[src/hw/rtl/hbw_pkg.sv]
// shared types and constants for the heartbeat watchdog
package hbw_pkg;

	localparam int DEVICES_DEF = 8;
	localparam int DEV_W       = 3;
	localparam int REQ_W       = 2;
	localparam int TIME_W      = 32;
	localparam int NUM_REGS    = 8;
	localparam int REG_IDX_W   = 3;
	localparam int CFG_IDX_W   = 4;

	localparam logic [TIME_W-1:0] TIMEOUT_RST = 32'd1000;

	localparam logic [REQ_W-1:0] REQ_HEARTBEAT = 2'd0;
	localparam logic [REQ_W-1:0] REQ_POLL      = 2'd1;
	localparam logic [REQ_W-1:0] REQ_INIT      = 2'd2;

	// command bits from the sequencer to the timestamp memory
	typedef struct packed {
		logic init;
		logic wr;
		logic rd;
	} ts_ctl_t;

endpackage

[src/hw/rtl/multi_device_heartbeat_watchdog_core.sv]
// Heartbeat watchdog for up to eight devices. A heartbeat or init request gives no
// result. A poll request reads the timestamp memory once per device in index order,
// one read per cycle unless the output stalls, and in_ready stays low until the last
// read is issued. Its DEVICES results pass through stage 1 and the output register
// and leave one per cycle for as long as the output is taken. Each result compares
// the wrapping 32-bit elapsed time against the device's timeout register.
// Timeout registers are written through cfg_we, cfg_index and cfg_wdata; indexes of 8
// and above are ignored.
module multi_device_heartbeat_watchdog_core import hbw_pkg::*; #(
	parameter int DEVICES = DEVICES_DEF
) (
	input  logic                 clk,
	input  logic                 arst_n,
	input  logic                 in_valid,
	output logic                 in_ready,
	input  logic [REQ_W-1:0]     req_type,
	input  logic [DEV_W-1:0]     device,
	input  logic [TIME_W-1:0]    now_ms,
	output logic                 out_valid,
	input  logic                 out_ready,
	output logic [DEV_W-1:0]     dev_index,
	output logic                 lost,
	output logic                 last,
	input  logic                 cfg_we,
	input  logic [CFG_IDX_W-1:0] cfg_index,
	input  logic [TIME_W-1:0]    cfg_wdata
);

	localparam int IDX_W = (DEVICES > 1) ? $clog2(DEVICES) : 1;
	localparam logic ST_IDLE = 1'b0;
	localparam logic ST_POLL = 1'b1;

	logic              state_q;
	logic [IDX_W-1:0]  idx_q;
	logic [TIME_W-1:0] now_q;
	logic              accept;
	logic              issue;
	logic              adv_s1;
	logic              dev_ok;
	ts_ctl_t           ts_ctl;
	logic [IDX_W-1:0]  wr_addr;
	logic [TIME_W-1:0] rd_data;
	logic [TIME_W-1:0] cfg_timeout;

	logic              valid_s1;
	logic [IDX_W-1:0]  dev_s1;
	logic              last_s1;
	logic [TIME_W-1:0] timeout_s1;
	logic [TIME_W-1:0] now_s1;

	logic              out_valid_q;
	logic [DEV_W-1:0]  dev_index_q;
	logic              lost_q;
	logic              last_q;

	assign in_ready = (state_q == ST_IDLE);
	assign accept   = in_valid && in_ready;
	assign dev_ok   = ({1'b0, device} < (DEV_W + 1)'(DEVICES));
	assign adv_s1   = !out_valid_q || out_ready;
	assign issue    = (state_q == ST_POLL) && (!valid_s1 || adv_s1);

	// writes happen only on accept in idle, reads only in poll: no same-entry overlap
	assign ts_ctl.wr   = accept && (req_type == REQ_HEARTBEAT) && dev_ok;
	assign ts_ctl.init = accept && (req_type == REQ_INIT);
	assign ts_ctl.rd   = issue;
	assign wr_addr     = device[IDX_W-1:0];

	hbw_cfg u_cfg (
		.clk        (clk),
		.arst_n     (arst_n),
		.cfg_we     (cfg_we),
		.cfg_index  (cfg_index),
		.cfg_wdata  (cfg_wdata),
		.rd_idx     (DEV_W'(idx_q)),
		.rd_timeout (cfg_timeout)
	);

	hbw_ts_mem #(
		.DEVICES (DEVICES),
		.IDX_W   (IDX_W)
	) u_ts_mem (
		.clk     (clk),
		.arst_n  (arst_n),
		.ctl     (ts_ctl),
		.wr_addr (wr_addr),
		.wr_data (now_ms),
		.rd_addr (idx_q),
		.rd_data (rd_data)
	);

	// poll sequencer
	always_ff @(posedge clk or negedge arst_n) begin
		if (!arst_n) begin
			state_q <= ST_IDLE;
			idx_q   <= '0;
		end else begin
			unique case (state_q)
				ST_IDLE: begin
					if (accept && (req_type == REQ_POLL)) begin
						state_q <= ST_POLL;
						idx_q   <= '0;
					end
				end
				ST_POLL: begin
					if (issue) begin
						if (idx_q == IDX_W'(DEVICES - 1)) begin
							state_q <= ST_IDLE;
						end else begin
							idx_q <= idx_q + 1'b1;
						end
					end
				end
				default: state_q <= ST_IDLE;
			endcase
		end
	end

	always_ff @(posedge clk) begin
		if (accept && (req_type == REQ_POLL)) begin
			now_q <= now_ms;
		end
	end

	// stage 1: memory read in flight
	always_ff @(posedge clk or negedge arst_n) begin
		if (!arst_n) begin
			valid_s1 <= 1'b0;
		end else if (adv_s1 || !valid_s1) begin
			valid_s1 <= issue;
		end
	end

	always_ff @(posedge clk) begin
		if (issue) begin
			dev_s1     <= idx_q;
			last_s1    <= (idx_q == IDX_W'(DEVICES - 1));
			timeout_s1 <= cfg_timeout;
			now_s1     <= now_q;
		end
	end

	// output register
	always_ff @(posedge clk or negedge arst_n) begin
		if (!arst_n) begin
			out_valid_q <= 1'b0;
		end else if (adv_s1) begin
			out_valid_q <= valid_s1;
		end
	end

	always_ff @(posedge clk) begin
		if (adv_s1 && valid_s1) begin
			dev_index_q <= DEV_W'(dev_s1);
			lost_q      <= (now_s1 - rd_data) > timeout_s1;
			last_q      <= last_s1;
		end
	end

	assign out_valid = out_valid_q;
	assign dev_index = dev_index_q;
	assign lost      = lost_q;
	assign last      = last_q;

	a_no_rd_wr_overlap: assert property (@(posedge clk) disable iff (!arst_n)
		!(ts_ctl.rd && (ts_ctl.wr || ts_ctl.init)))
		else $error("timestamp read and write in the same cycle");

	a_s1_holds: assert property (@(posedge clk) disable iff (!arst_n)
		(valid_s1 && !adv_s1) |=> (valid_s1 && $stable(dev_s1) && $stable(rd_data)))
		else $error("stalled stage 1 lost its entry");

	a_last_is_top: assert property (@(posedge clk) disable iff (!arst_n)
		(out_valid_q && last_q) |-> (dev_index_q == DEV_W'(DEVICES - 1)))
		else $error("last flag on wrong device");

	a_poll_ends: assert property (@(posedge clk) disable iff (!arst_n)
		(issue && (idx_q == IDX_W'(DEVICES - 1))) |=> (state_q == ST_IDLE))
		else $error("poll did not end after final read");

endmodule

[src/hw/rtl/hbw_cfg.sv]
// per-device timeout registers with a write port and one indexed read port
module hbw_cfg import hbw_pkg::*; (
	input  logic                 clk,
	input  logic                 arst_n,
	input  logic                 cfg_we,
	input  logic [CFG_IDX_W-1:0] cfg_index,
	input  logic [TIME_W-1:0]    cfg_wdata,
	input  logic [DEV_W-1:0]     rd_idx,
	output logic [TIME_W-1:0]    rd_timeout
);

	logic [TIME_W-1:0] timeout_q [NUM_REGS];
	logic              wr_hit;

	assign wr_hit = cfg_we && (cfg_index < CFG_IDX_W'(NUM_REGS));

	always_ff @(posedge clk or negedge arst_n) begin
		if (!arst_n) begin
			for (int i = 0; i < NUM_REGS; i++) begin
				timeout_q[i] <= TIMEOUT_RST;
			end
		end else if (wr_hit) begin
			timeout_q[cfg_index[REG_IDX_W-1:0]] <= cfg_wdata;
		end
	end

	assign rd_timeout = timeout_q[rd_idx[REG_IDX_W-1:0]];

endmodule

[src/hw/rtl/hbw_ts_mem.sv]
// last-heartbeat timestamp memory, registered read, epoch base for init
module hbw_ts_mem import hbw_pkg::*; #(
	parameter int DEVICES = DEVICES_DEF,
	parameter int IDX_W   = (DEVICES > 1) ? $clog2(DEVICES) : 1
) (
	input  logic              clk,
	input  logic              arst_n,
	input  ts_ctl_t           ctl,
	input  logic [IDX_W-1:0]  wr_addr,
	input  logic [TIME_W-1:0] wr_data,
	input  logic [IDX_W-1:0]  rd_addr,
	output logic [TIME_W-1:0] rd_data
);

	logic [TIME_W-1:0] mem [DEVICES];
	logic [DEVICES-1:0] valid_q;
	logic [TIME_W-1:0] base_q;
	logic [TIME_W-1:0] rd_raw_q;
	logic [TIME_W-1:0] rd_base_q;
	logic              rd_hit_q;

	always_ff @(posedge clk) begin
		if (ctl.wr) begin
			mem[wr_addr] <= wr_data;
		end
	end

	// read data holds while no read is issued, so a stalled consumer keeps it
	always_ff @(posedge clk) begin
		if (ctl.rd) begin
			rd_raw_q  <= mem[rd_addr];
			rd_base_q <= base_q;
		end
	end

	// entries not written since reset or the last init read as the base time
	always_ff @(posedge clk or negedge arst_n) begin
		if (!arst_n) begin
			valid_q  <= '0;
			base_q   <= '0;
			rd_hit_q <= 1'b0;
		end else begin
			if (ctl.init) begin
				valid_q <= '0;
				base_q  <= wr_data;
			end else if (ctl.wr) begin
				valid_q[wr_addr] <= 1'b1;
			end
			if (ctl.rd) begin
				rd_hit_q <= valid_q[rd_addr];
			end
		end
	end

	assign rd_data = rd_hit_q ? rd_raw_q : rd_base_q;

endmodule

[config.mk]
export PLATFORM = sky130hd
export DESIGN_NAME = multi_device_heartbeat_watchdog_core
export DESIGN_NICKNAME = d
export VERILOG_FILES = /design/src/hw/rtl/hbw_pkg.sv /design/src/hw/rtl/multi_device_heartbeat_watchdog_core.sv /design/src/hw/rtl/hbw_cfg.sv /design/src/hw/rtl/hbw_ts_mem.sv
export SDC_FILE = /design/constraint.sdc
export NUM_CORES = 1
export LEC_CHECK = 0
export ABC_CLOCK_PERIOD_IN_PS = 7250
export BUFFER_PORTS_ARGS = -buffer_cell sky130_fd_sc_hd__buf_2
export CORE_ASPECT_RATIO = 1.25
export CORE_MARGIN = 3
export CORE_UTILIZATION = 53
export CTS_CLUSTER_SIZE = 28
export DETAILED_ROUTE_END_ITERATION = 7
export PLACE_DENSITY = 0.69
export SETUP_SLACK_MARGIN = 0.05
export SYNTH_ARGS = -nofsm -noshare
export SYNTH_HDL_FRONTEND = slang
export SYNTH_HIERARCHICAL = 1
export SYNTH_SLANG_ARGS = --single-unit
[constraint.sdc]
create_clock -name clk -period 7.25 [get_ports clk]
set_clock_uncertainty 0.05 [all_clocks]
set_input_delay 0.725 -clock clk [delete_from_list [all_inputs] [get_ports clk]]
set_output_delay 0.725 -clock clk [all_outputs]
set_load 0.1 [all_outputs]
==> impl_metrics.yaml, run 1 <==
clock_network:
  cts-resized-gates: 0
  clk_pin_slew_worst_paths_ns: 0.06
  postCtsSetupBuffers: 0
  cts-root-buf: "clkbuf_16"
  insertion_delay_ns: 0.59
  h-tree-depth: 3
  cts-buffers-inserted: 71
  cts_buffer_depth: 3
  cts_tree: "done"
  cts_sinks: 728
  cts_hold_buf: 0
timing:
  rsz0062_at_grt: "false"
  max_freq_ghz: 0.191
  fin_tns_setup_ns: 0
  min_period_ns: 5.25
  maxSlewViolCount: 0
  tightest_slew_ns: 1.13
  period_share_pct: 72.4
  setup_viol: 0
  slew_headroom_pct: 24.5
  fin_ws_ns: 2.00
  hold_viol_final: 0
setup_path:
  crit_required_ns: 7.65
  path_max_fanout: 21
  endpoint_kind: "register"
  arrival_ns: 5.65
  reg2regPathDepth: 18
  critical_path_class: "reg2reg"
  cp-start-kind: "register"
layout:
  fin_nets: 2015
  regArea_sq_um: 20400
  multiInputGateArea_sq_um: 10400
  drive_gt1_share_pct: 40.6
  area_growth_pct: 11.3
  final_cell_area_sq_um: 35000
  num-fill-cells: 4297
global_route:
  grt-ovfl-total: 0
  first_global_vias: 16900
  grt_usage_pct: 20.8
  grt_max_degree: 97
  antenna_found_initial: 7
  grt_pass1_wl_um: 99300
placed_design:
  dpl_cell_area_sq_um: 32600
  port_buffers: 84
  place_congestion: 0.899
  post-place-ws_ns: 2.05
  hpwlAfterDp_um: 37800
logic_synthesis:
  synth.largest_area_cell: "edfxtp_1"
  synth_xor_area_share_pct: 0.752
  synth_warnings: 6
  synth-seq-cells: 728
  syn-cell-area_sq_um: 31400
  yosys-top-cells-area: "edfxtp_1 (41%), dfrtp_1 (20%), mux2_2 (11%), mux4_2 (8.7%), dfstp_2 (4.0%)"
  async_flop_share_pct: 41.6
  yosys.area_share.simple_pct: 2.47
  yosys.area_share.adder_pct: 2.65
  syn_inst: 1773
  synth_nets: 1917
  yosysSeqAreaShare_pct: 64.9
  postSynthAreaPerCell_sq_um: 17.7
  synth_top_family_by_area: "multiplexers"
  synth.distinct_cells: 72
  yosysTopAreaCellShare_pct: 40.6
  synth_flop_cell: "edfxtp_1"
  synth-compound-area-share_pct: 3.06
  muxShareOfSynthArea_pct: 23.8
  synth_edf_count: 425
drt:
  drt-total-wl_um: 63200
  wl_per_cell_um: 23.5
  viasPerCell: 5.91
  firstDrtPassIters: 5
  ant_nets: 0
  drtIter0Drc: 1027
  drc: 0
  dr_total_vias: 15900
status:
  outcome: "finished, final reports clean"
die:
  io-pin-count: 85
  rows: 99
  die_height_um: 278
  core_sq_um: 58600
  initial_core_util_pct: 53.6
  die_area_sq_um: 62300
  fp.dieW_um: 224
power:
  worst_ir_drop_vdd_v: 0.000226
  p_total_mw: 15.1
  p_leak_nw: 13.5
  power_density_nw_per_um2: 431
min_path:
  hold_class: "in2async"
flow_run:
  drv_cap: 0
==> flip-flops by register name, indices dropped and copies added, names as in the netlist, 32 cells and up <==
signal              cells
u_ts_mem/mem          256
u_ts_mem/rd_raw_q      32
timeout_s1             32
u_ts_mem/rd_base_q     32
u_cfg/timeout_q       256
u_ts_mem/base_q        32
now_q                  32
now_s1                 32
==> worst paths after layout <==
path                       slack (ns)                              end                          start
setup / recovery                 2.00                   lost$_DFFE_PP_  u_ts_mem/rd_hit_q$_DFFE_PN0P_
hold / removal                   0.14  u_cfg/timeout_q[36]$_DFFE_PN0P_                         arst_n
setup reg to reg                 2.00                   lost$_DFFE_PP_  u_ts_mem/rd_hit_q$_DFFE_PN0P_
hold reg to reg                  0.36             now_s1[26]$_DFFE_PP_            now_q[26]$_DFFE_PP_
max in group asynchronous        5.58  u_ts_mem/base_q[17]$_DFFE_PN0P_                         arst_n
min in group clk                 0.36             now_s1[26]$_DFFE_PP_            now_q[26]$_DFFE_PP_
==> routing by layer <==
metal | GRT usage, % | vias up | share of wire [%] | routed length (um)
met5 | 0 | - | 0.082 | 52
met4 | 7.55 | 8 | 3.1 | 1960
met3 | 3.47 | 114 | 4.7 | 2950
met2 | 35.1 | 332 | 50 | 31600
met1 | 27.6 | 8369 | 42 | 26600
li1 | - | 7040 | - | -
==> power breakdown <==
group	total, mW	switching, mW	internal [mW]
registers	6.04	0.533	5.51
logic	5.36	2.77	2.59
clock network	3.69	1.50	2.19
==> worst max-delay path, cell delays in order (launching register included) <==
cell and delay, ns:
dfrtp_1 1.03, buf_4 0.37, mux2_2 0.35, inv_1 0.06
ha_1 0.31, a21o_1 0.24, a31o_1 0.23, o41a_1 0.33
nor3_1 0.19, a21oi_1 0.18, a221oi_1 0.32, o211ai_1 0.15
ha_1 0.32, nand4_1 0.12, nor3_1 0.21, nand4_1 0.13
nor3_1 0.24, a211oi_1 0.11, a21oi_1 0.13
==> cell families after synthesis <==
kind of cell,Yosys count
flops,728
mux,518
buf+inv,156
simple gates,143
compound gates,135
fa+ha+maj,66
xor+xnor,27
==> Yosys cell counts (5+ instances only) <==
master	number
buf_2	25
ha_1	65
mux4_1	8
mux4_2	121
xor2_1	8
mux2i_1	5
nand2b_1	7
a21oi_1	36
and3_1	6
mux2_2	320
dfstp_2	48
o21ai_1	5
and2_1	7
o21a_1	6
nand3_1	15
buf_1	14
nand2_1	29
a21o_1	27
edfxtp_1	425
nor2_1	35
nand4_1	9
o21ai_0	13
mux2_4	46
xnor2_1	19
inv_1	72
buf_4	10
mux2_1	18
a31oi_1	9
nor3_1	10
clkbuf_1	27
dfrtp_1	255
==> final cells by class <==
class	count	area share [%]
well taps	757	2.71
multi-input cells	889	29.7
repair buffers	109	1.80
clock buffers	92	5.61
flip-flops and latches	728	58.3
inverters	72	0.772
clock inverters	35	1.08
diodes	3	0.0215
==> stage by stage <==
step | util, % | hold slack, ns | instances
after detailed placement | 55.7 | 0.355 | 2555
after global placement | 55.7 | 0.351 | 2555
final | 59.7 | 0.142 | 2685
after floorplan | - | 0.350 | 1773
after CTS | 59.7 | 0.119 | 2682
after global routing | 59.7 | 0.156 | 2682
==> cells in the final DEF (no fill, tap or decap), types with 6 or more instances in the layout <==
cell type / synthesis / routed
edfxtp_1: 425 / 425
a31oi_1: 9 / 9
buf_4: 10 / 24
nor3_1: 10 / 9
clkbuf_16: 0 / 73
a21o_1: 27 / 27
clkinv_2: 0 / 13
inv_1: 72 / 72
clkbuf_1: 27 / 12
o21a_1: 6 / 6
nand4_1: 9 / 9
mux2_2: 320 / 320
nand2b_1: 7 / 7
bufinv_16: 0 / 8
mux2_4: 46 / 46
mux4_1: 8 / 8
o21ai_0: 13 / 13
and2_1: 7 / 6
nand2_1: 29 / 28
xor2_1: 8 / 8
nor2_1: 35 / 33
mux2_1: 18 / 18
clkbuf_8: 0 / 6
mux4_2: 121 / 121
ha_1: 65 / 65
xnor2_1: 19 / 19
buf_2: 25 / 83
nand3_1: 15 / 15
dfrtp_1: 255 / 252
a21oi_1: 36 / 36
clkinv_1: 0 / 9
dfstp_2: 48 / 48
(Power assumes the default switching activity.)
==> run 2, diff against run 1 <==
--- a/config.mk
+++ b/config.mk
@@ -5,7 +5,8 @@
 export SDC_FILE = /design/constraint.sdc
 export NUM_CORES = 1
 export LEC_CHECK = 0
-export ABC_CLOCK_PERIOD_IN_PS = 7250
+export ABC_AREA = 1
+export ABC_CLOCK_PERIOD_IN_PS = 5000
 export BUFFER_PORTS_ARGS = -buffer_cell sky130_fd_sc_hd__buf_2
 export CORE_ASPECT_RATIO = 1.25
 export CORE_MARGIN = 3
==> constraint.sdc (replaced) <==
create_clock -name clk -period 5 [get_ports clk]
set_clock_uncertainty 0.05 [all_clocks]
set_input_delay 0.5 -clock clk [delete_from_list [all_inputs] [get_ports clk]]
set_output_delay 0.5 -clock clk [all_outputs]
set_load 0.1 [all_outputs]
==> run 2 against run 1 <==
Area after synthesis increased by 7.3%. First-iteration DRC count rose by 68%. Clock-buffer cell count grew 2. Clock power grew 43%. Power is 53% higher. Via count up 44%. Non-clock buffer count up 4. Sequential power rose by 42%. Critical path depth up 2. Largest power group is now combinational cells. Synthesized cell count increased by 98%. Utilization fell by 0.79 points. Largest cell class unchanged. Global-route usage increased by 2.2 points.
==> impl_metrics.yaml, run 2 <==
logic_synthesis:
  synth_edf_count: 425
  synth.distinct_cells: 41
  synth-seq-cells: 728
  synth_nets: 3649
  yosysTopAreaCellShare_pct: 37.9
  postSynthAreaPerCell_sq_um: 9.62
  synth_flop_cell: "edfxtp_1"
  yosys.cell_count.top_type: "nand2_1"
  syn_inst: 3505
  yosysSeqAreaShare_pct: 60.5
  synth.largest_area_cell: "edfxtp_1"
  syn-cell-area_sq_um: 33700
  synth_warnings: 6
  async_flop_share_pct: 41.6
  yosys-top-cells-count: "nand2_1 (1034), inv_1 (502), edfxtp_1 (425)"
  yosys-top-cells-area: "edfxtp_1 (38%), dfrtp_1 (19%), nand2_1 (12%), inv_1 (5.6%), dfstp_2 (3.7%)"
drt:
  dr_total_vias: 22800
  drt-total-wl_um: 75400
  top_layer: "met4"
  wl_met3_um: 3120
  ant_nets: 0
  wl_met2_um: 37500
  drtIter0Drc: 1723
  wl_per_cell_um: 17.0
  wl_met1_um: 32800
  drc: 0
  firstDrtPassIters: 6
  viasPerCell: 5.16
setup_path:
  slowest_delay_ns: 0.43
  cp-start-kind: "register"
  crit_top_cell: "nand2_1"
  worst_path_max_delay_cell: "fa_1"
  path_max_fanout: 30
  arrival_ns: 4.07
  worst_path_dominant_cell_family: "simple AND/OR/NAND/NOR gates"
  crit_required_ns: 5.29
  crit_path_cell_trace: "buf_4, mux2_2, ha_1, inv_1, fa_1, nand3_1, nand3_1, nand3_1, nand3b_1, nand2_1, nand2_1, nand2_1, nand2_1, ha_1, nand2_1, nor2_1, nand4_1, nor2_1, and3b_1, a21oi_1"
  critical_path_class: "reg2reg"
  endpoint_kind: "register"
  path_buf_inv: 2
timing:
  setup_viol: 0
  rsz0062_at_grt: "false"
  min_period_ns: 3.78
  slew_headroom_pct: 31.1
  period_share_pct: 75.5
  maxSlewViolCount: 0
  tightest_slew_ns: 1.03
  max_freq_ghz: 0.265
  fin_tns_setup_ns: 0
  hold_viol_final: 0
layout:
  area_growth_pct: 9.09
  drive_gt1_share_pct: 12.2
  layout_common_cells: "nand2_1 (1034), inv_1 (498), edfxtp_1 (425)"
  diodes: 0
  fin_nets: 3682
  final_common_cell: "nand2_1"
  reg.largest.list: "u_cfg/timeout_q (256), u_ts_mem/mem (256)"
power:
  p_seq_share_pct: 37.3
  p_clk_share_pct: 22.8
  p_int_mw: 14.1
  worst_ir_drop_vdd_v: 0.000316
  p_leak_nw: 16.8
  switching_share_pct: 39.0
  p_sw_mw: 9.00
  power_density_nw_per_um2: 627
  power_frac_comb_pct: 39.9
  p_total_mw: 23.1
placed_design:
  place_congestion: 0.894
  hpwlAfterDp_um: 44700
  port_buffers: 84
die:
  fp.dieW_um: 232
  rows: 102
  initial_core_util_pct: 54.0
  core_sq_um: 62400
  die_area_sq_um: 66700
  io-pin-count: 85
  die_height_um: 288
clock_network:
  cts-buffers-inserted: 72
  cts_sinks: 728
  postCtsSetupBuffers: 0
  insertion_delay_ns: 0.61
  cts_buffer_depth: 3
  clk_pin_slew_worst_paths_ns: 0.07
  cts-resized-gates: 0
  cts-root-buf: "clkbuf_16"
  h-tree-depth: 3
  cts_tree: "done"
global_route:
  grt_max_degree: 140
  grt_pass1_wl_um: 121000
  antenna_found_initial: 1
  first_global_vias: 22200
  grt-ovfl-total: 0
  grt_usage_pct: 23.0
min_path:
  hold_class: "in2reg"
flow_run:
  drv_cap: 0
status:
  outcome: "finished, final reports clean"
-- run 2: cell count changes after synthesis, moves of 121 or more --
| cell | delta |
|---|---|
| nand2_1 | +1005 |
| inv_1 | +430 |
| mux2_2 | -256 |
| o21ai_1 | +197 |
| nor2_1 | +181 |
| nand3_1 | +153 |
| o21ai_0 | +150 |
| mux4_2 | -121 |
-- run 2: layer usage --
metal	GRT usage (%)	vias up
met3	3.10	128
met2	40.0	456
li1	-	11300
met1	29.8	10900
met5	0	-
met4	8.00	0
-- run 2: worst register-to-register path, stage by stage (launching register included) --
cell	delay, ns
dfrtp_1	0.39
buf_4	0.40
mux2_2	0.28
ha_1	0.14
inv_1	0.07
fa_1	0.43
nand3_1	0.11
nand3_1	0.15
nand3_1	0.14
nand3b_1	0.17
nand2_1	0.13
nand2_1	0.05
nand2_1	0.06
nand2_1	0.05
ha_1	0.26
nand2_1	0.05
nor2_1	0.11
nand4_1	0.12
nor2_1	0.14
and3b_1	0.17
a21oi_1	0.04
-- run 2: cell families (layout without fill, tap and decap cells) --
kind of cell               count (synthesis)  in the layout  share of synthesized area, %
and+or+nand+nor                         1468           1468                          17.5
DFF                                      728            728                          60.5
buffers and inverters                    662            752                          8.70
AOI/OAI and AO/OA                        501            501                          8.24
adders and majority gates                 66             66                          2.47
muxes                                     64             64                          2.14
xor gates and xnor gates                  16             16                         0.416
-- run 2: layout make-up --
class,instances,area (sq um)
fill,5392,25600
sequential,728,20400
multi-input combinational,2115,10400
clock buffer,94,2020
inverter,508,1920
tap,832,1040
timing repair buffer,113,701
clock inverter,37,287
-- run 2: final timing paths --
kind | from | slack, ns | end | depth (start not counted)
max | u_ts_mem/rd_hit_q$_DFFE_PN0P_ | 1.22 | lost$_DFFE_PP_ | 20
min | out_ready | 0.10 | out_valid$_DFFE_PN0P_ | 4
max reg2reg | u_ts_mem/rd_hit_q$_DFFE_PN0P_ | 1.22 | lost$_DFFE_PP_ | 20
min reg2reg | now_q[12]$_DFFE_PP_ | 0.36 | now_s1[12]$_DFFE_PP_ | 0
max in group asynchronous | arst_n | 3.27 | u_cfg/timeout_q[73]$_DFFE_PN1P_ | 3
min in group asynchronous | arst_n | 0.52 | u_cfg/timeout_q[26]$_DFFE_PN0P_ | 2
-- run 2: power by group through the flow --
stage               combinational [mW]  clock (mW)  sequential [mW]
CTS                               9.25        5.38             8.60
detailed placement                9.18           0             8.69
global route                      10.6        5.63             8.71
finish                            9.21        5.26             8.59
global placement                  9.06           0             8.69
floorplan                         7.00           0             8.54
-- run 2: per-stage QoR --
| stage | area, sq um | utilization [%] | hold WS, ns | std cells | setup slack (ns) |
|---|---|---|---|---|---|
| 3_5_place_dp | 34500 | 55.2 | 0.355 | 4295 | 1.26 |
| 3_3_place_gp | 34500 | 55.2 | 0.351 | 4295 | 1.34 |
| 2_1_floorplan | 33700 | - | 0.154 | 3505 | 0.525 |
| 5_1_grt | 36800 | 58.9 | 0.0968 | 4427 | 0.865 |
| 4_1_cts | 36800 | 58.9 | 0.0706 | 4427 | 1.23 |
| 6_report | 36800 | 58.9 | 0.103 | 4427 | 1.22 |
-- run 2: what timing repair did --
item,4_1_cts,5_1_grt
endpoints found under the hold margin,78,0
endpoints found under the setup margin,0,0
hold buffers,1,0
==> run 3, diff against run 2 <==
--- a/config.mk
+++ b/config.mk
@@ -6,7 +6,7 @@
 export NUM_CORES = 1
 export LEC_CHECK = 0
 export ABC_AREA = 1
-export ABC_CLOCK_PERIOD_IN_PS = 5000
+export ABC_CLOCK_PERIOD_IN_PS = 3500
 export BUFFER_PORTS_ARGS = -buffer_cell sky130_fd_sc_hd__buf_2
 export CORE_ASPECT_RATIO = 1.25
 export CORE_MARGIN = 3
==> constraint.sdc (replaced) <==
create_clock -name clk -period 3.5 [get_ports clk]
set_clock_uncertainty 0.05 [all_clocks]
set_input_delay 0.35 -clock clk [delete_from_list [all_inputs] [get_ports clk]]
set_output_delay 0.35 -clock clk [all_outputs]
set_load 0.1 [all_outputs]
==> run 3 against run 2 <==
Clock-buffer cell count is 9 higher. Sequential power rose by 43%. Clock power grew 39%. Non-clock buffer count rose by 69. Critical path depth unchanged. Sequential cell count unchanged. First-iteration DRC count decreased by 5.2%. Sequential share of layout area down 1.9 points. Combinational power grew 67%. Register-to-register slack lost 1.2 ns. Final cell count is 1.6% higher. Die area stayed put. Critical path type unchanged. Largest cell class unchanged.
==> impl_metrics.yaml, run 3 (same netlist as run 2, synthesis figures left out) <==
setup_path:
  worst_path_max_delay_cell: "dfrtp_2"
  endpoint_kind: "register"
  slowest_delay_ns: 0.50
  critical_path_class: "reg2reg"
  crit_required_ns: 3.81
  crit_path_cell_trace: "buf_12, mux2_4, ha_4, inv_4, fa_2, nand3_2, nand3_2, nand3_2, nand3b_1, nand2_1, nand2_1, nand2_1, nand2_2, ha_4, nand2_2, nor2_2, nand4_1, nor2_1, and3b_1, a21oi_2"
  cp-start-kind: "register"
  arrival_ns: 3.81
  path_max_fanout: 8
timing:
  tightest_slew_ns: 1.08
  hold_viol_final: 0
  setup_viol: 0
  slew_headroom_pct: 27.8
  maxSlewViolCount: 0
  min_period_ns: 3.50
  period_share_pct: 99.9
  fin_tns_setup_ns: 0
  max_freq_ghz: 0.286
  rsz0062_at_grt: "true"
global_route:
  antenna_found_initial: 0
  grt_usage_pct: 22.8
  grt_pass1_wl_um: 120000
  grt_max_degree: 171
  grt-ovfl-total: 0
  first_global_vias: 22500
layout:
  fin_nets: 3751
  final_cell_area_sq_um: 38100
  reg.largest.list: "u_cfg/timeout_q (256), u_ts_mem/mem (256)"
  area_growth_pct: 13.0
  diodes: 0
  final_common_cell: "nand2_1"
  layout_common_cells: "nand2_1 (991), inv_1 (482), edfxtp_1 (425)"
  drive_gt1_share_pct: 16.4
clock_network:
  cts-root-buf: "clkbuf_16"
  cts-buffers-inserted: 72
  cts_buffer_depth: 3
  insertion_delay_ns: 0.61
  cts_tree: "done"
  clk_pin_slew_worst_paths_ns: 0.06
  h-tree-depth: 3
  cts_sinks: 728
die:
  io-pin-count: 85
  die_height_um: 288
  core_sq_um: 62400
  die_area_sq_um: 66700
  rows: 102
  initial_core_util_pct: 54.0
  fp.dieW_um: 232
drt:
  wl_per_cell_um: 16.9
  dr_total_vias: 23200
  ant_nets: 0
  viasPerCell: 5.16
  firstDrtPassIters: 5
  drtIter0Drc: 1634
  drc: 0
  drt-total-wl_um: 76000
power:
  p_leak_nw: 17.2
  power_frac_comb_pct: 44.1
  switching_share_pct: 39.1
  p_seq_share_pct: 35.1
  worst_ir_drop_vdd_v: 0.000548
  p_int_mw: 21.3
  p_clk_share_pct: 20.8
  p_sw_mw: 13.7
  power_density_nw_per_um2: 918
placed_design:
  hpwlAfterDp_um: 45100
  dpl_cell_area_sq_um: 34800
  place_congestion: 0.888
  port_buffers: 84
flow_run:
  drv_cap: 0
status:
  outcome: "finished, final reports clean"
min_path:
  hold_class: "in2reg"
-- run 3: cell types whose count changed in the layout (fill, tap and decap cells not counted), moves of 17 or more --
cell           before  now
nand2_1          1034  991
nand2_2            17   55
buf_4              24   59
ha_1               65   35
ha_4                0   28
dlygate4sd3_1       1   24
a21oi_1            41   24
-- run 3: worst paths after layout --
| kind | from | to | slack [ns] | depth (start not counted) |
|---|---|---|---|---|
| worst max-delay path | u_ts_mem/rd_hit_q$_DFFE_PN0P_ | lost$_DFFE_PP_ | 0.003 | 20 |
| worst min-delay path | now_ms[11] | u_ts_mem/mem[4][11]$_DFFE_PP_ | 0.02 | 1 |
| worst max register to register | u_ts_mem/rd_hit_q$_DFFE_PN0P_ | lost$_DFFE_PP_ | 0.003 | 20 |
| worst min register to register | dev_s1[2]$_DFFE_PP_ | dev_index[2]$_DFFE_PP_ | 0.36 | 0 |
| max in group asynchronous | arst_n | u_cfg/timeout_q[70]$_DFFE_PN1P_ | 2.24 | 3 |
| min in group asynchronous | arst_n | u_cfg/timeout_q[154]$_DFFE_PN0P_ | 0.32 | 2 |
-- run 3: worst max-delay path: cells and delay by family, from the launching register on --
family,cells,cell delay [ns]
AOI/OAI and AO/OA,1,0.03
and+or+nand+nor,13,1.39
adders and majority gates,3,0.81
muxes,1,0.22
DFF,1,0.50
buffers and inverters,2,0.23
-- run 3: per-stage QoR --
step / instances / hold WS, ns / utilization [%] / setup WS [ns] / total power [mW]
2_1_floorplan: 3505 / 0.00441 / - / -0.0261 / 22.2
3_3_place_gp: 4328 / 0.350 / 55.8 / 0.0534 / 25.8
3_5_place_dp: 4328 / 0.355 / 55.8 / -0.0129 / 26.0
4_1_cts: 4486 / 0.00000328 / 59.9 / 0.0516 / 33.6
5_1_grt: 4497 / 0.0212 / 61.1 / -0.150 / 37.7
6_report: 4497 / 0.0161 / 61.1 / 0.00320 / 35.0
-- run 3: area by class of cell --
type / instances / area [sq um]
multi-input cells: 2115 / 11100
inverters: 508 / 1920
clock inverters: 29 / 168
clock buffers: 103 / 2060
flip-flops and latches: 728 / 20400
repair buffers: 182 / 1420
fillers: 5236 / 24300
well taps: 832 / 1040
-- run 3: what timing repair did --
action | in CTS | in global routing
hold endpoints to repair | 282 | 0
buffers inserted | 1 | 10
gates cloned | 1 | 2
endpoints found under the setup margin | 1 | 1
resized for setup | 9 | 143
pin swaps | 1 | 41
hold buffers | 24 | 0
-- run 3: layer usage --
layer	vias to the layer above	share of wire (%)	GRT usage, %
li1	11500	-	-
met1	11100	42	28.9
met2	503	51	40.1
met3	134	4.2	2.92
met4	0	2.9	8.48
met5	-	0	0
-- run 3: power groups by stage --
stage | logic (mW) | clock network [mW] | registers, mW
floorplan | 10.0 | 0 | 12.2
global placement | 13.5 | 0 | 12.3
detailed placement | 13.6 | 0 | 12.3
CTS | 13.9 | 7.46 | 12.2
global route | 17.4 | 7.80 | 12.4
finish | 15.4 | 7.29 | 12.3
